### src/hw/rtl/bbnr_pkg.sv
// ----------------------------------------------------------------------------
// bbnr_pkg
// Shared types and constants of the 3x3 box blur with noise residual.
// ----------------------------------------------------------------------------
package bbnr_pkg;

   localparam int DEF_MAX_WIDTH   = 2048;
   localparam int DEF_MAX_HEIGHT  = 4096;

   localparam int PIX_BITS        = 8;
   localparam int SUM_BITS        = 12;   // nine 8-bit pixels
   localparam int WIDTH_REG_BITS  = 12;
   localparam int HEIGHT_REG_BITS = 13;
   localparam int MIN_DIM         = 3;
   localparam int WIDTH_RESET     = 512;
   localparam int HEIGHT_RESET    = 512;

   localparam int CSR_ADDR_BITS   = 3;
   localparam int CSR_DATA_BITS   = 32;

   // floor(sum / 9) == (sum * MEAN_RECIP) >> RECIP_SHIFT for sum <= 2295
   localparam int RECIP_BITS      = 13;
   localparam int RECIP_SHIFT     = 16;
   localparam logic [RECIP_BITS-1:0] MEAN_RECIP = 13'd7282;
   localparam int PROD_BITS       = SUM_BITS + RECIP_BITS;

   localparam logic signed [PIX_BITS:0] RESID_LIMIT  = 9'sd127;
   localparam logic [PIX_BITS-1:0]      RESID_OFFSET = 8'd128;

   typedef enum logic {
      KIND_PIXEL = 1'b0,
      KIND_FLUSH = 1'b1
   } kind_type;

   typedef enum logic {
      REG_IMAGE_WIDTH  = 1'b0,
      REG_IMAGE_HEIGHT = 1'b1
   } reg_idx_type;

   // Item held between the counter stage and the window stage
   typedef struct packed {
      logic                final_item;  // frame end, emits held pixel
      logic                drain;       // past the last row, no buffer write
      logic                emit;        // position gives a result
      logic                interior;    // full 3x3 neighborhood available
      logic [PIX_BITS-1:0] pixel;
   } slot_ctl_type;

   // Window stage result handed to the output stage
   typedef struct packed {
      logic [SUM_BITS-1:0] sum;
      logic [PIX_BITS-1:0] orig;
      logic                interior;
      logic                last;
   } win_res_type;

endpackage

### src/hw/rtl/bbnr_csr.sv
// ----------------------------------------------------------------------------
// bbnr_csr
// Image size registers with APB-style access and clamped copies for the core.
// ----------------------------------------------------------------------------
module bbnr_csr import bbnr_pkg::*; #(
   parameter int MAX_WIDTH  = DEF_MAX_WIDTH,
   parameter int MAX_HEIGHT = DEF_MAX_HEIGHT,
   localparam int WB = $clog2(MAX_WIDTH + 1),
   localparam int HB = $clog2(MAX_HEIGHT + 1)
) (
   input  logic                     clock,
   input  logic                     reset,
   input  logic                     csr_psel,
   input  logic                     csr_penable,
   input  logic                     csr_pwrite,
   input  logic [CSR_ADDR_BITS-1:0] csr_paddr,
   input  logic [CSR_DATA_BITS-1:0] csr_pwdata,
   output logic [CSR_DATA_BITS-1:0] csr_prdata,
   output logic                     csr_pready,
   output logic [WB-1:0]            img_width,
   output logic [HB-1:0]            img_height
);

   localparam int CWW = (WB > WIDTH_REG_BITS) ? WB : WIDTH_REG_BITS;
   localparam int CWH = (HB > HEIGHT_REG_BITS) ? HB : HEIGHT_REG_BITS;

   logic [WIDTH_REG_BITS-1:0]  width_ff,  width_in;
   logic [HEIGHT_REG_BITS-1:0] height_ff, height_in;
   logic                       wr_en;
   reg_idx_type                idx;
   logic [CWW-1:0]             width_ext;
   logic [CWH-1:0]             height_ext;

   assign csr_pready = 1'b1;
   assign wr_en      = csr_psel & csr_penable & csr_pwrite & csr_pready;
   assign idx        = reg_idx_type'(csr_paddr[2]);

   always_comb begin
      width_in  = width_ff;
      height_in = height_ff;
      if (wr_en) begin
         unique case (idx)
            REG_IMAGE_WIDTH:  width_in  = csr_pwdata[WIDTH_REG_BITS-1:0];
            REG_IMAGE_HEIGHT: height_in = csr_pwdata[HEIGHT_REG_BITS-1:0];
            default: ;
         endcase
      end
   end

   always_ff @(posedge clock) begin
      if (reset) begin
         width_ff  <= WIDTH_REG_BITS'(WIDTH_RESET);
         height_ff <= HEIGHT_REG_BITS'(HEIGHT_RESET);
      end else begin
         width_ff  <= width_in;
         height_ff <= height_in;
      end
   end

   always_comb begin
      unique case (idx)
         REG_IMAGE_WIDTH:  csr_prdata = CSR_DATA_BITS'(width_ff);
         REG_IMAGE_HEIGHT: csr_prdata = CSR_DATA_BITS'(height_ff);
         default:          csr_prdata = '0;
      endcase
   end

   // Clamp to the supported frame size
   assign width_ext  = CWW'(width_ff);
   assign height_ext = CWH'(height_ff);

   always_comb begin
      priority if (width_ext < CWW'(MIN_DIM))        img_width = WB'(MIN_DIM);
      else if (width_ext > CWW'(MAX_WIDTH))          img_width = WB'(MAX_WIDTH);
      else                                           img_width = WB'(width_ext);

      priority if (height_ext < CWH'(MIN_DIM))       img_height = HB'(MIN_DIM);
      else if (height_ext > CWH'(MAX_HEIGHT))        img_height = HB'(MAX_HEIGHT);
      else                                           img_height = HB'(height_ext);
   end

endmodule

### config.mk
export PLATFORM = sky130hd
export DESIGN_NAME = bbnr_csr
export DESIGN_NICKNAME = d
export VERILOG_FILES = /design/src/hw/rtl/bbnr_pkg.sv /design/src/hw/rtl/bbnr_csr.sv
export SDC_FILE = /design/constraint.sdc
export NUM_CORES = 1
export LEC_CHECK = 0
export BUFFER_PORTS_ARGS = -buffer_cell sky130_fd_sc_hd__buf_2
export CAP_MARGIN = 20
export CORE_MARGIN = 3
export CORE_UTILIZATION = 40
export CTS_BUF_LIST = sky130_fd_sc_hd__clkbuf_4 sky130_fd_sc_hd__clkbuf_8
export CTS_CLUSTER_SIZE = 40
export DETAILED_ROUTE_END_ITERATION = 16
export PLACE_DENSITY = 0.75
export SYNTH_ARGS = -nofsm -noshare
export SYNTH_HDL_FRONTEND = slang
export SYNTH_SLANG_ARGS = --single-unit
### constraint.sdc
create_clock -name clock -period 3.5 [get_ports clock]
set_input_delay 0.7 -clock clock [delete_from_list [all_inputs] [get_ports clock]]
set_output_delay 0.7 -clock clock [all_outputs]
set_load 0.02 [all_outputs]
# Yosys cells after proc, flatten, opt, wreduce, memory -nomap -nowiden
# Cells that the tools add are included.
[totals]
wordCells = 16
register_bits = 25
[op_classes]
muxes = 5
order_cmp = 4
bitwise_logic = 3
n_reduce_logical = 2
[ops]
columns = ["operator", "count"]
rows = [
  ["$pmux 32 s2", 1],
  ["$mux 13", 2],
  ["$mux 12", 2],
  ["$gt 13x13->1 const B", 1],
  ["$lt 13x2->1 const B", 1],
  ["$gt 12x12->1 const B", 1],
  ["$lt 12x2->1 const B", 1],
  ["$reduce_and 2->1", 2],
  ["$and 1x1->1", 2],
  ["$not 1->1", 1],
]

# Depth between registers and ports, before layout
# Gate-level depths: netlist of the first run.
[depth]
word_depth = 3
mapped_depth = 4

# Worst setup path before layout of the first run
# OpenSTA, ideal clock, no wires.
[synth_timing]
path_type = "register to output"
from = "register width_ff[5] (netlist: width_ext[5])"
to = "output port img_width[0]"
arrival_time_ns = 1.628
setup_slack_ns = 1.172
n_path_buf = 0
stages_incl_launch_ff = 3
path_cell_list = "dfxtp_1 or4_4 o41ai_1"
[synth_via]
elab_chain_len = 3
elab_cells_between_ends = 4
cone_classes = "order compare: 2; mux: 2"
[synth_rtl]
columns = ["item", "line", "text"]
rows = [
  ["from (decl)", "bbnr_csr.sv:27", "logic [WIDTH_REG_BITS-1:0] width_ff, width_in;"],
  ["from (signal assigned)", "bbnr_csr.sv:52", "width_ff <= WIDTH_REG_BITS'(WIDTH_RESET);"],
  ["from (signal assigned)", "bbnr_csr.sv:55", "width_ff <= width_in;"],
  ["$gt 12x12->1", "bbnr_csr.sv:74", "else if (width_ext > CWW'(MAX_WIDTH)) img_width = WB'(MAX_WIDTH);"],
  ["$mux 12", "bbnr_csr.sv:74", ""],
  ["$mux 12 (*)", "bbnr_csr.sv:73", "priority if (width_ext < CWW'(MIN_DIM)) img_width = WB'(MIN_DIM);"],
  ["to (decl)", "bbnr_csr.sv:20", "output logic [WB-1:0] img_width,"],
]
# Mark *: on every way between the ends. The rest lies on a longest branch, timed or not.

# Worst setup path in the final report of the first run
[layout_timing]
from = "register width_ff[11] (netlist: width_ext[11])"
to = "output port img_width[1]"
# The elaborated chain is that of the path after synthesis.

==> impl_metrics.csv, run 1 <==
group,metric,value,unit
outcome,status,"finished clean",
critical_path,setup.worst_path.class,"reg -> out",
global_route,grt-busiest-layer,"met2",
placed_design,io_buffers,56,
route,antenna_left,0,
power,switching_share,26.90,%
synth,synthTopCellsByCount,"nand2b_1 (37), dfxtp_1 (25), mux2i_1 (25)",
synth,seq_area_frac_synth,31.37,%
synth,yosys_warnings,0,
route,viasPerCell,4.638,
synth,synth.area.top_cells,"dfxtp_1 (31%), mux2i_1 (16%), nand2b_1 (15%)",
clock_tree,root_buffer,"clkbuf_8",
min_path,holdCritPathClass,"reg -> reg",
timing,fin_setup_tns,0,ns
route,drc,0,
timing,fmax,388.1,MHz
timing,worst_slack,0.9233,ns
cells_and_area,final_layout_size_suffix_gt1_share,35.02,%
route,drtIter0Drc,44,
route,dr.pass1.iters,4,
clock_tree,clock_latency,0.25,ns
route,wl_per_cell,12.92,um
synth,synth_cell_types,20,
job,drv_cap,0,
timing,min_period,2.577,ns
timing,worst_pin_slew,0.5553,ns
timing,skew,0,ns
cells_and_area,area_delta_synth_final,16.08,%
global_route,grt.total_usage,14.37,%
synth,yosysTopAreaCellShare,31.37,%
die,die_x,69.15,um
die,core,3744,um2
critical_path,startpoint_type,"register",
die,dieArea,4782,um2
timing,rsz0062_at_grt,"no",
synth,synth_top_area_cell,"dfxtp_1",
critical_path,cp-end-kind,"output port",
clock_tree,clkTransAtPathRegs,0.08,ns
power,internal-power,0.4187,mW
placed_design,dp_slack,1.224,ns
route,wl,3424,um
timing,slew_violations,0,
global_route,use_met3,3.207,%
synth,synthCells,171,
critical_path,crit_required,2.80,ns
synth,synth_area_per_cell,9.329,um2
power,seqPwrFrac,52.0,%
power,power_density,309.3,nW/um2
clock_tree,cts.sinks,25,
synth,synth_ff_type,"dfxtp_1",
placed_design,dp_cells,261,
global_route,grt_max_degree,39,
global_route,antenna_found_initial,0,
global_route,grt_pass1_wl,5713,um
die,num_io_pins,98,
clock_tree,cts_max_path_buffers,2,
power,power.share.combinational,18.0,%
global_route,grtUsageMet2,24.68,%
synth,async_reset_ff_share,0,%
clock_tree,holdBufCountCts,0,
critical_path,arrival,1.88,ns
cells_and_area,num_antenna_cells,0,
die,rows,22,
clock_tree,cts_made_buffers,3,
cells_and_area,layout.nets,258,
synth,synth_area,1595,um2
synth,yosysMostFrequentCell,"nand2b_1",
power,switching_power,0.1541,mW
timing,slew-limit-headroom,62.93,%
placed_design,dp_hpwl,2610,um
power,leakage,0.9607,nW
clock_tree,cts_tree,"yes",
placed_design,finalWeightedCongestion,0.7741,
synth,synth_seq_cells,25,
route,num_vias,1229,
timing,period_share,73.62,%
timing,setup-violations-final,0,
synth,synth_edf_count,0,
critical_path,crit_fanout,15,
power,clockPowerShare,30.0,%
clock_tree,post_cts_buffers,0,
global_route,met1_usage,17.60,%
cells_and_area,final_util,49.47,%
global_route,grt_pass1_vias,1211,
power,ir_drop,0.0001403,V
clock_tree,cts_resized,0,
die,die_h,69.15,um
clock_tree,h-tree-depth,1,
die,start_util,42.61,%
global_route,overflow,0,
timing,hold_violations,0,
cells_and_area,final_cells,265,
-- cells by family (layout without fill, tap and decap cells) --
family	after synthesis	in the layout	synth area share (%)
and+or+nand+nor	71	71	29.25
AOI/OAI and AO/OA	4	4	2.196
DFF	25	25	31.37
muxes	37	37	24.16
other	2	20	0.4708
buffers and inverters	32	60	12.55
-- critical path, stage by stage, from the launching register on --
cell and delay [ns]:
dfxtp_1 0.47, or4_1 0.60, o41ai_1 0.31, buf_2 0.23
-- area by class of cell --
cell class / count / area [um2]
fillers: 392 / 1892
multi-input cells: 132 / 962.2
flip-flops and latches: 25 / 500.5
repair buffers: 56 / 280.3
well taps: 48 / 60.06
clock buffers: 4 / 48.80
-- power by group through the flow --
stage               registers, mW  logic [mW]  clock network (mW)
global route                0.300       0.111               0.191
finish                      0.298       0.103               0.172
detailed placement          0.305       0.104                   0
CTS                         0.298       0.104               0.178
floorplan                   0.301      0.0954                   0
global placement            0.305       0.103                   0
-- state kept, by name, summed over array words and instances, names as in the netlist --
| signal | flops |
|---|---|
| height_ext | 13 |
| width_ext | 12 |
-- cell usage in the layout (no fill, tap or decap), types with 3 or more instances in the layout --
cell type / Yosys / layout
nor2_1: 3 / 3
clkbuf_8: 0 / 3
nor2b_1: 19 / 19
mux2i_1: 25 / 25
mux2_2: 12 / 12
conb_1: 2 / 20
buf_2: 4 / 56
nand2b_1: 37 / 37
dfxtp_1: 25 / 25
o41ai_1: 4 / 4
-- through the flow --
stage / hold slack (ns) / instance area (um2) / power, mW
after floorplan: 0.4589 / 1663 / 0.3966
after global placement: 0.4770 / 1803 / 0.4074
after detailed placement: 0.4809 / 1803 / 0.4084
after CTS: 0.4954 / 1852 / 0.5797
after global routing: 0.5262 / 1852 / 0.6020
final: 0.4930 / 1852 / 0.5728
-- layer usage --
layer	share of wire (%)	up-vias
li1	-	625
met1	44	558
met2	48	42
met3	6.3	4
met4	1.7	0
met5	0	-
-- final timing paths --
| kind | start | endpoint | slack [ns] | depth (start not counted) |
|---|---|---|---|---|
| worst min register to register | width_ext[0] | width_ext[0] | 0.49 | 2 |
| worst max-delay path | width_ext[11] | img_width[1] | 0.92 | 3 |
| worst min-delay path | width_ext[0] | width_ext[0] | 0.49 | 2 |
| worst max register to register | height_ext[12] | height_ext[12] | 2.52 | 2 |
(Power assumes the default switching activity.)
==> run 2: changes to the inputs <==
--- a/config.mk
+++ b/config.mk
@@ -12,7 +12,7 @@
 export CTS_BUF_LIST = sky130_fd_sc_hd__clkbuf_4 sky130_fd_sc_hd__clkbuf_8
 export CTS_CLUSTER_SIZE = 40
 export DETAILED_ROUTE_END_ITERATION = 16
-export PLACE_DENSITY = 0.75
+export PLACE_DENSITY = 0.78
 export SYNTH_ARGS = -nofsm -noshare
 export SYNTH_HDL_FRONTEND = slang
 export SYNTH_SLANG_ARGS = --single-unit
==> constraint.sdc (replaced) <==
create_clock -name clock -period 2.21 [get_ports clock]
set_input_delay 0.442 -clock clock [delete_from_list [all_inputs] [get_ports clock]]
set_output_delay 0.442 -clock clock [all_outputs]
set_load 0.02 [all_outputs]
==> run 2 against run 1 <==
Against the previous run:
- global-route usage increased by 0.12 points
- sequential cell count unchanged
- worst hold slack lost 0.073 ns
- routed wire length up 3.5%
- critical path depth unchanged
- sequential share of layout area fell by 0.80 points
- total power rose by 61%
- count of clock-buffer cells in the layout decreased by 1
- die area stayed put
- cell count increased by 0.38%
- critical path type unchanged
- largest cell class unchanged
- largest power group unchanged
- highest routed layer unchanged
==> impl_metrics.csv, run 2 (synthesis results as in run 1) <==
group,metric,value,unit
outcome,status,"finished clean",
power,finalPower,0.9249,mW
min_path,hold_path_depth,3,
min_path,holdCritPathClass,"in -> reg",
cells_and_area,final_cell_mix,"buf_2 (53), nand2b_1 (37), mux2i_1 (25)",
job,drv_cap,0,
cells_and_area,n_fill_cell,357,
die,start_util,42.61,%
timing,rsz0062_at_grt,"yes",
critical_path,crit_fanout,4,
cells_and_area,area_delta_synth_final,19.92,%
global_route,grt_max_degree,39,
placed_design,dp_hpwl,2691,um
timing,fmax,459.7,MHz
global_route,grt.total_usage,14.48,%
placed_design,io_buffers,56,
route,num_vias,1255,
critical_path,timing.rr.end,"height_ext[12]",
die,die_x,69.15,um
route,wl_per_cell,13.32,um
power,switching_share,29.21,%
clock_tree,cts_max_path_buffers,2,
critical_path,reg2reg_depth,2,
route,antenna_left,0,
cells_and_area,largest_register_ffs,13,
power,clockPowerShare,30.3,%
timing,skew,0,ns
die,dieArea,4782,um2
critical_path,r2r-start,"height_ext[12]",
route,dr.pass1.iters,2,
die,die_h,69.15,um
critical_path,cp-end-kind,"output port",
global_route,overflow,0,
cells_and_area,num_antenna_cells,0,
cells_and_area,layout_commonest_cell,"buf_2",
clock_tree,clkTransAtPathRegs,0.09,ns
timing,worst_slack,0.03452,ns
die,rows,22,
critical_path,crit_required,1.77,ns
global_route,grt_pass1_wl,5713,um
global_route,antenna_found_initial,0,
timing,min_period,2.175,ns
cells_and_area,multi_input_area,1007,um2
clock_tree,cts.sinks,25,
power,leakage,0.9903,nW
timing,slew_violations,0,
critical_path,crit_chain,"or4_4 -> o41ai_2 -> buf_4",
min_path,hold_start,"csr_pwdata[12]",
timing,worst_pin_slew,0.6641,ns
timing,hold_slack,0.4199,ns
power,ir_drop,0.0002036,V
route,drc,0,
die,num_io_pins,98,
clock_tree,cts_tree,"yes",
critical_path,cp_slowest_stage_delay,0.56,ns
clock_tree,cts_made_buffers,3,
timing,hold_violations,0,
timing,setup-violations-final,0,
route,drtIter0Drc,34,
clock_tree,h-tree-depth,1,
timing,period_share,98.44,%
critical_path,reg2reg_slack,1.16,ns
power,internal-power,0.6548,mW
route,viasPerCell,4.718,
power,power.share.combinational,18.7,%
power,seqPwrFrac,51.0,%
clock_tree,holdBufCountCts,0,
timing,slew-limit-headroom,55.66,%
placed_design,finalWeightedCongestion,0.7630,
cells_and_area,design_area,1913,um2
cells_and_area,seq_area,501.7,um2
placed_design,dpl-instance-area,1810,um2
min_path,hold-path-endpoint,"height_ext[12]",
critical_path,arrival,1.73,ns
critical_path,startpoint_type,"register",
clock_tree,root_buffer,"clkbuf_8",
critical_path,setup.worst_path.class,"reg -> out",
placed_design,dp_slack,0.2546,ns
clock_tree,clock_latency,0.27,ns
global_route,grt_pass1_vias,1199,
critical_path,critPathSlowestCell,"or4_4",
cells_and_area,final_layout_size_suffix_gt1_share,38.07,%
route,wl,3543,um
die,core,3744,um2
power,power_density,483.5,nW/um2
power,switching_power,0.2702,mW
cells_and_area,layout.nets,259,
run 2: metrics by stage:
stage / instances / util, % / setup TNS (ns)
floorplan: 189 / - / 0
global placement: 262 / 48.36 / 0
detailed placement: 262 / 48.36 / 0
CTS: 266 / 50.27 / 0
global route: 266 / 51.10 / -0.03197
finish: 266 / 51.10 / 0
run 2: final cells by class:
type	instances	area share, %
multi-input combinational	132	52.65
sequential	25	26.23
timing repair buffer	57	15.43
tap	48	3.139
clock buffer	3	2.158
clock inverter	1	0.3924
run 2: power groups by stage:
stage                     Combinational, mW  Clock [mW]  Sequential [mW]
after floorplan                       0.151           0            0.477
after global placement                0.164           0            0.481
after detailed placement              0.166           0            0.481
after CTS                             0.170       0.286            0.471
after global routing                  0.187       0.299            0.474
final                                 0.173       0.280            0.472
run 2: how the worst max path moves through the flow:
stage | from | endpoint | cells after the start
5_1_grt | width_ext[5] | img_width[1] | 3
3_5_place_dp | width_ext[5] | img_width[0] | 3
4_1_cts | width_ext[5] | img_width[0] | 3
2_1_floorplan | width_ext[5] | img_width[0] | 2
3_3_place_gp | width_ext[5] | img_width[1] | 3
6_report | width_ext[5] | img_width[1] | 3
run 2: critical path, delay by kind of cell, from the launching register on:
family	cells	cell delay, ns
compound gates	1	0.34
flops	1	0.34
buf+inv	1	0.21
simple gates	1	0.56
run 2: timing repair:
item / in CTS / in global routing
gates resized for setup: 3 / 7
setup endpoints to repair: 3 / 4
buffers inserted: 0 / 0
pin swaps: 0 / 1
run 2: metal layers:
layer / wire, um / GRT usage (%) / part of all wire, % / vias up
met2: 1770 / 25.32 / 50 / 44
met3: 207 / 3.936 / 5.8 / 5
li1: - / - / - / 623
met1: 1526 / 17.34 / 43 / 583
met4: 38 / 3.905 / 1.1 / 0
met5: 0 / 0 / 0 / -
==> run 3: changes to the inputs <==
--- a/config.mk
+++ b/config.mk
@@ -12,6 +12,7 @@
 export CTS_BUF_LIST = sky130_fd_sc_hd__clkbuf_4 sky130_fd_sc_hd__clkbuf_8
 export CTS_CLUSTER_SIZE = 40
 export DETAILED_ROUTE_END_ITERATION = 16
+export GPL_TIMING_DRIVEN = 0
 export PLACE_DENSITY = 0.78
 export SYNTH_ARGS = -nofsm -noshare
 export SYNTH_HDL_FRONTEND = slang
==> run 3 against run 2 <==
Against the previous run:
- sequential cell count unchanged
- non-clock buffer count increased by 29
- combinational power increased by 20%
- count of clock-buffer cells in the layout grew 1
- worst hold slack improved by 0.0095 ns
- setup slack worse by 0.0029 ns
- design area rose by 9.0%
- maximum frequency fell by 0.13%
==> impl_metrics.csv, run 3 (synthesis results as in run 1) <==
group,metric,value,unit
outcome,status,"finished clean",
power,ir_drop,0.0001702,V
min_path,hold_start,"csr_pwdata[12]",
critical_path,cp-end-kind,"output port",
clock_tree,clock_latency,0.26,ns
die,start_util,42.61,%
timing,period_share,98.57,%
route,wl_per_cell,13.20,um
power,leakage,1.108,nW
route,drtIter0Drc,71,
critical_path,startpoint_type,"register",
timing,worst_pin_slew,0.5121,ns
critical_path,cp_slowest_stage_delay,0.55,ns
critical_path,reg2reg_depth,2,
cells_and_area,layout_commonest_cell,"buf_2",
min_path,holdCritPathClass,"in -> reg",
clock_tree,clkTransAtPathRegs,0.09,ns
clock_tree,root_buffer,"clkbuf_8",
timing,slew-limit-headroom,65.86,%
power,power_density,462.6,nW/um2
clock_tree,cts_tree,"yes",
route,num_vias,1335,
cells_and_area,num_antenna_cells,0,
cells_and_area,design_area,2085,um2
placed_design,dp_slack,0.2826,ns
critical_path,critPathSlowestCell,"or4_4",
timing,worst_slack,0.03159,ns
cells_and_area,final_layout_size_suffix_gt1_share,41.30,%
clock_tree,cts_made_buffers,3,
global_route,grt_pass1_wl,6230,um
placed_design,dpl-instance-area,1993,um2
global_route,grt_max_degree,14,
cells_and_area,final_cell_mix,"buf_2 (56), nand2b_1 (37), mux2i_1 (25), dfxtp_1 (25), buf_4 (22)",
clock_tree,cts_max_path_buffers,2,
die,core,3744,um2
critical_path,arrival,1.74,ns
placed_design,finalWeightedCongestion,0.7739,
timing,slew_violations,0,
job,drv_cap,0,
global_route,overflow,0,
critical_path,crit_buf_inv,1,
die,dieArea,4782,um2
global_route,grt_pass1_vias,1273,
critical_path,timing.rr.end,"height_ext[4]",
critical_path,crit_chain,"or4_4 -> o41ai_1 -> buf_2",
critical_path,reg2reg_slack,1.42,ns
critical_path,crit_required,1.77,ns
timing,min_period,2.178,ns
route,drc,0,
clock_tree,cts.sinks,25,
min_path,hold-path-endpoint,"height_ext[12]",
global_route,grt.total_usage,15.85,%
timing,fmax,459.1,MHz
route,viasPerCell,4.525,
die,rows,22,
cells_and_area,largest_register_ffs,13,
cells_and_area,layout.nets,288,
critical_path,setup.worst_path.class,"reg -> out",
placed_design,dp_hpwl,3017,um
die,die_h,69.15,um
timing,skew,0,ns
timing,rsz0062_at_grt,"yes",
route,dr.pass1.iters,4,
die,num_io_pins,98,
placed_design,io_buffers,54,
route,antenna_left,0,
timing,hold_slack,0.4294,ns
min_path,hold_path_depth,3,
critical_path,crit_fanout,4,
timing,setup-violations-final,0,
cells_and_area,area_delta_synth_final,30.67,%
timing,hold_violations,0,
critical_path,r2r-start,"height_ext[4]",
clock_tree,post_cts_buffers,0,
die,die_x,69.15,um
critical_path,cp_top_family,"simple AND/OR/NAND/NOR gates",
clock_tree,h-tree-depth,1,
route,wl,3895,um
global_route,antenna_found_initial,0,
[run 3: timing repair]
item                                    in CTS  in global routing
hold buffers                                 0                  0
resized for setup                            2                  5
endpoints found under the setup margin       1                  3
[run 3: worst max path at each step]
stage | from | to | slack [ns] | cells past startpoint
2_1_floorplan | width_ext[5] | img_width[0] | 0.14 | 2
3_3_place_gp | width_ext[5] | img_width[0] | 0.27 | 3
3_5_place_dp | width_ext[5] | img_width[1] | 0.28 | 3
4_1_cts | height_ext[4] | img_height[1] | 0.006 | 3
5_1_grt | height_ext[5] | img_height[0] | -0.01 | 3
6_report | height_ext[4] | img_height[0] | 0.03 | 3
[run 3: per-stage QoR]
step	total power, mW	TNS, ns	utilization (%)	cells
global route	1.007	-0.02428	55.68	295
detailed placement	0.6802	0	53.24	291
global placement	0.6779	0	53.24	291
floorplan	0.6281	0	-	189
CTS	0.9620	0	54.95	295
finish	0.9643	0	55.68	295
[run 3: worst register-to-register path, stage by stage (launching register included)]
cell,delay (ns)
dfxtp_1,0.37
or2b_1,0.24
mux2i_1,0.12
[run 3: layout make-up]
class                           count  area (um2)
Buffer                             32       200.2
Clock buffer                        4       48.80
Fill cell                         353        1659
Multi-Input combinational cell    132       999.7
Sequential cell                    25       500.5
Tap cell                           48       60.06
Timing Repair Buffer               54       275.3
[run 3: metal layers]
layer / vias to the layer above / share of wire [%] / track usage [%]
li1: 682 / - / -
met4: 0 / 0.90 / 3.905
met2: 44 / 48 / 27.22
met1: 604 / 44 / 20.28
met5: - / 0 / 0
met3: 5 / 6.3 / 3.061
[run 3: where the power goes]
group,internal (mW),switching [mW]
Sequential,0.460,0.0108
Clock,0.141,0.145
Combinational,0.0922,0.115
Total,0.694,0.271
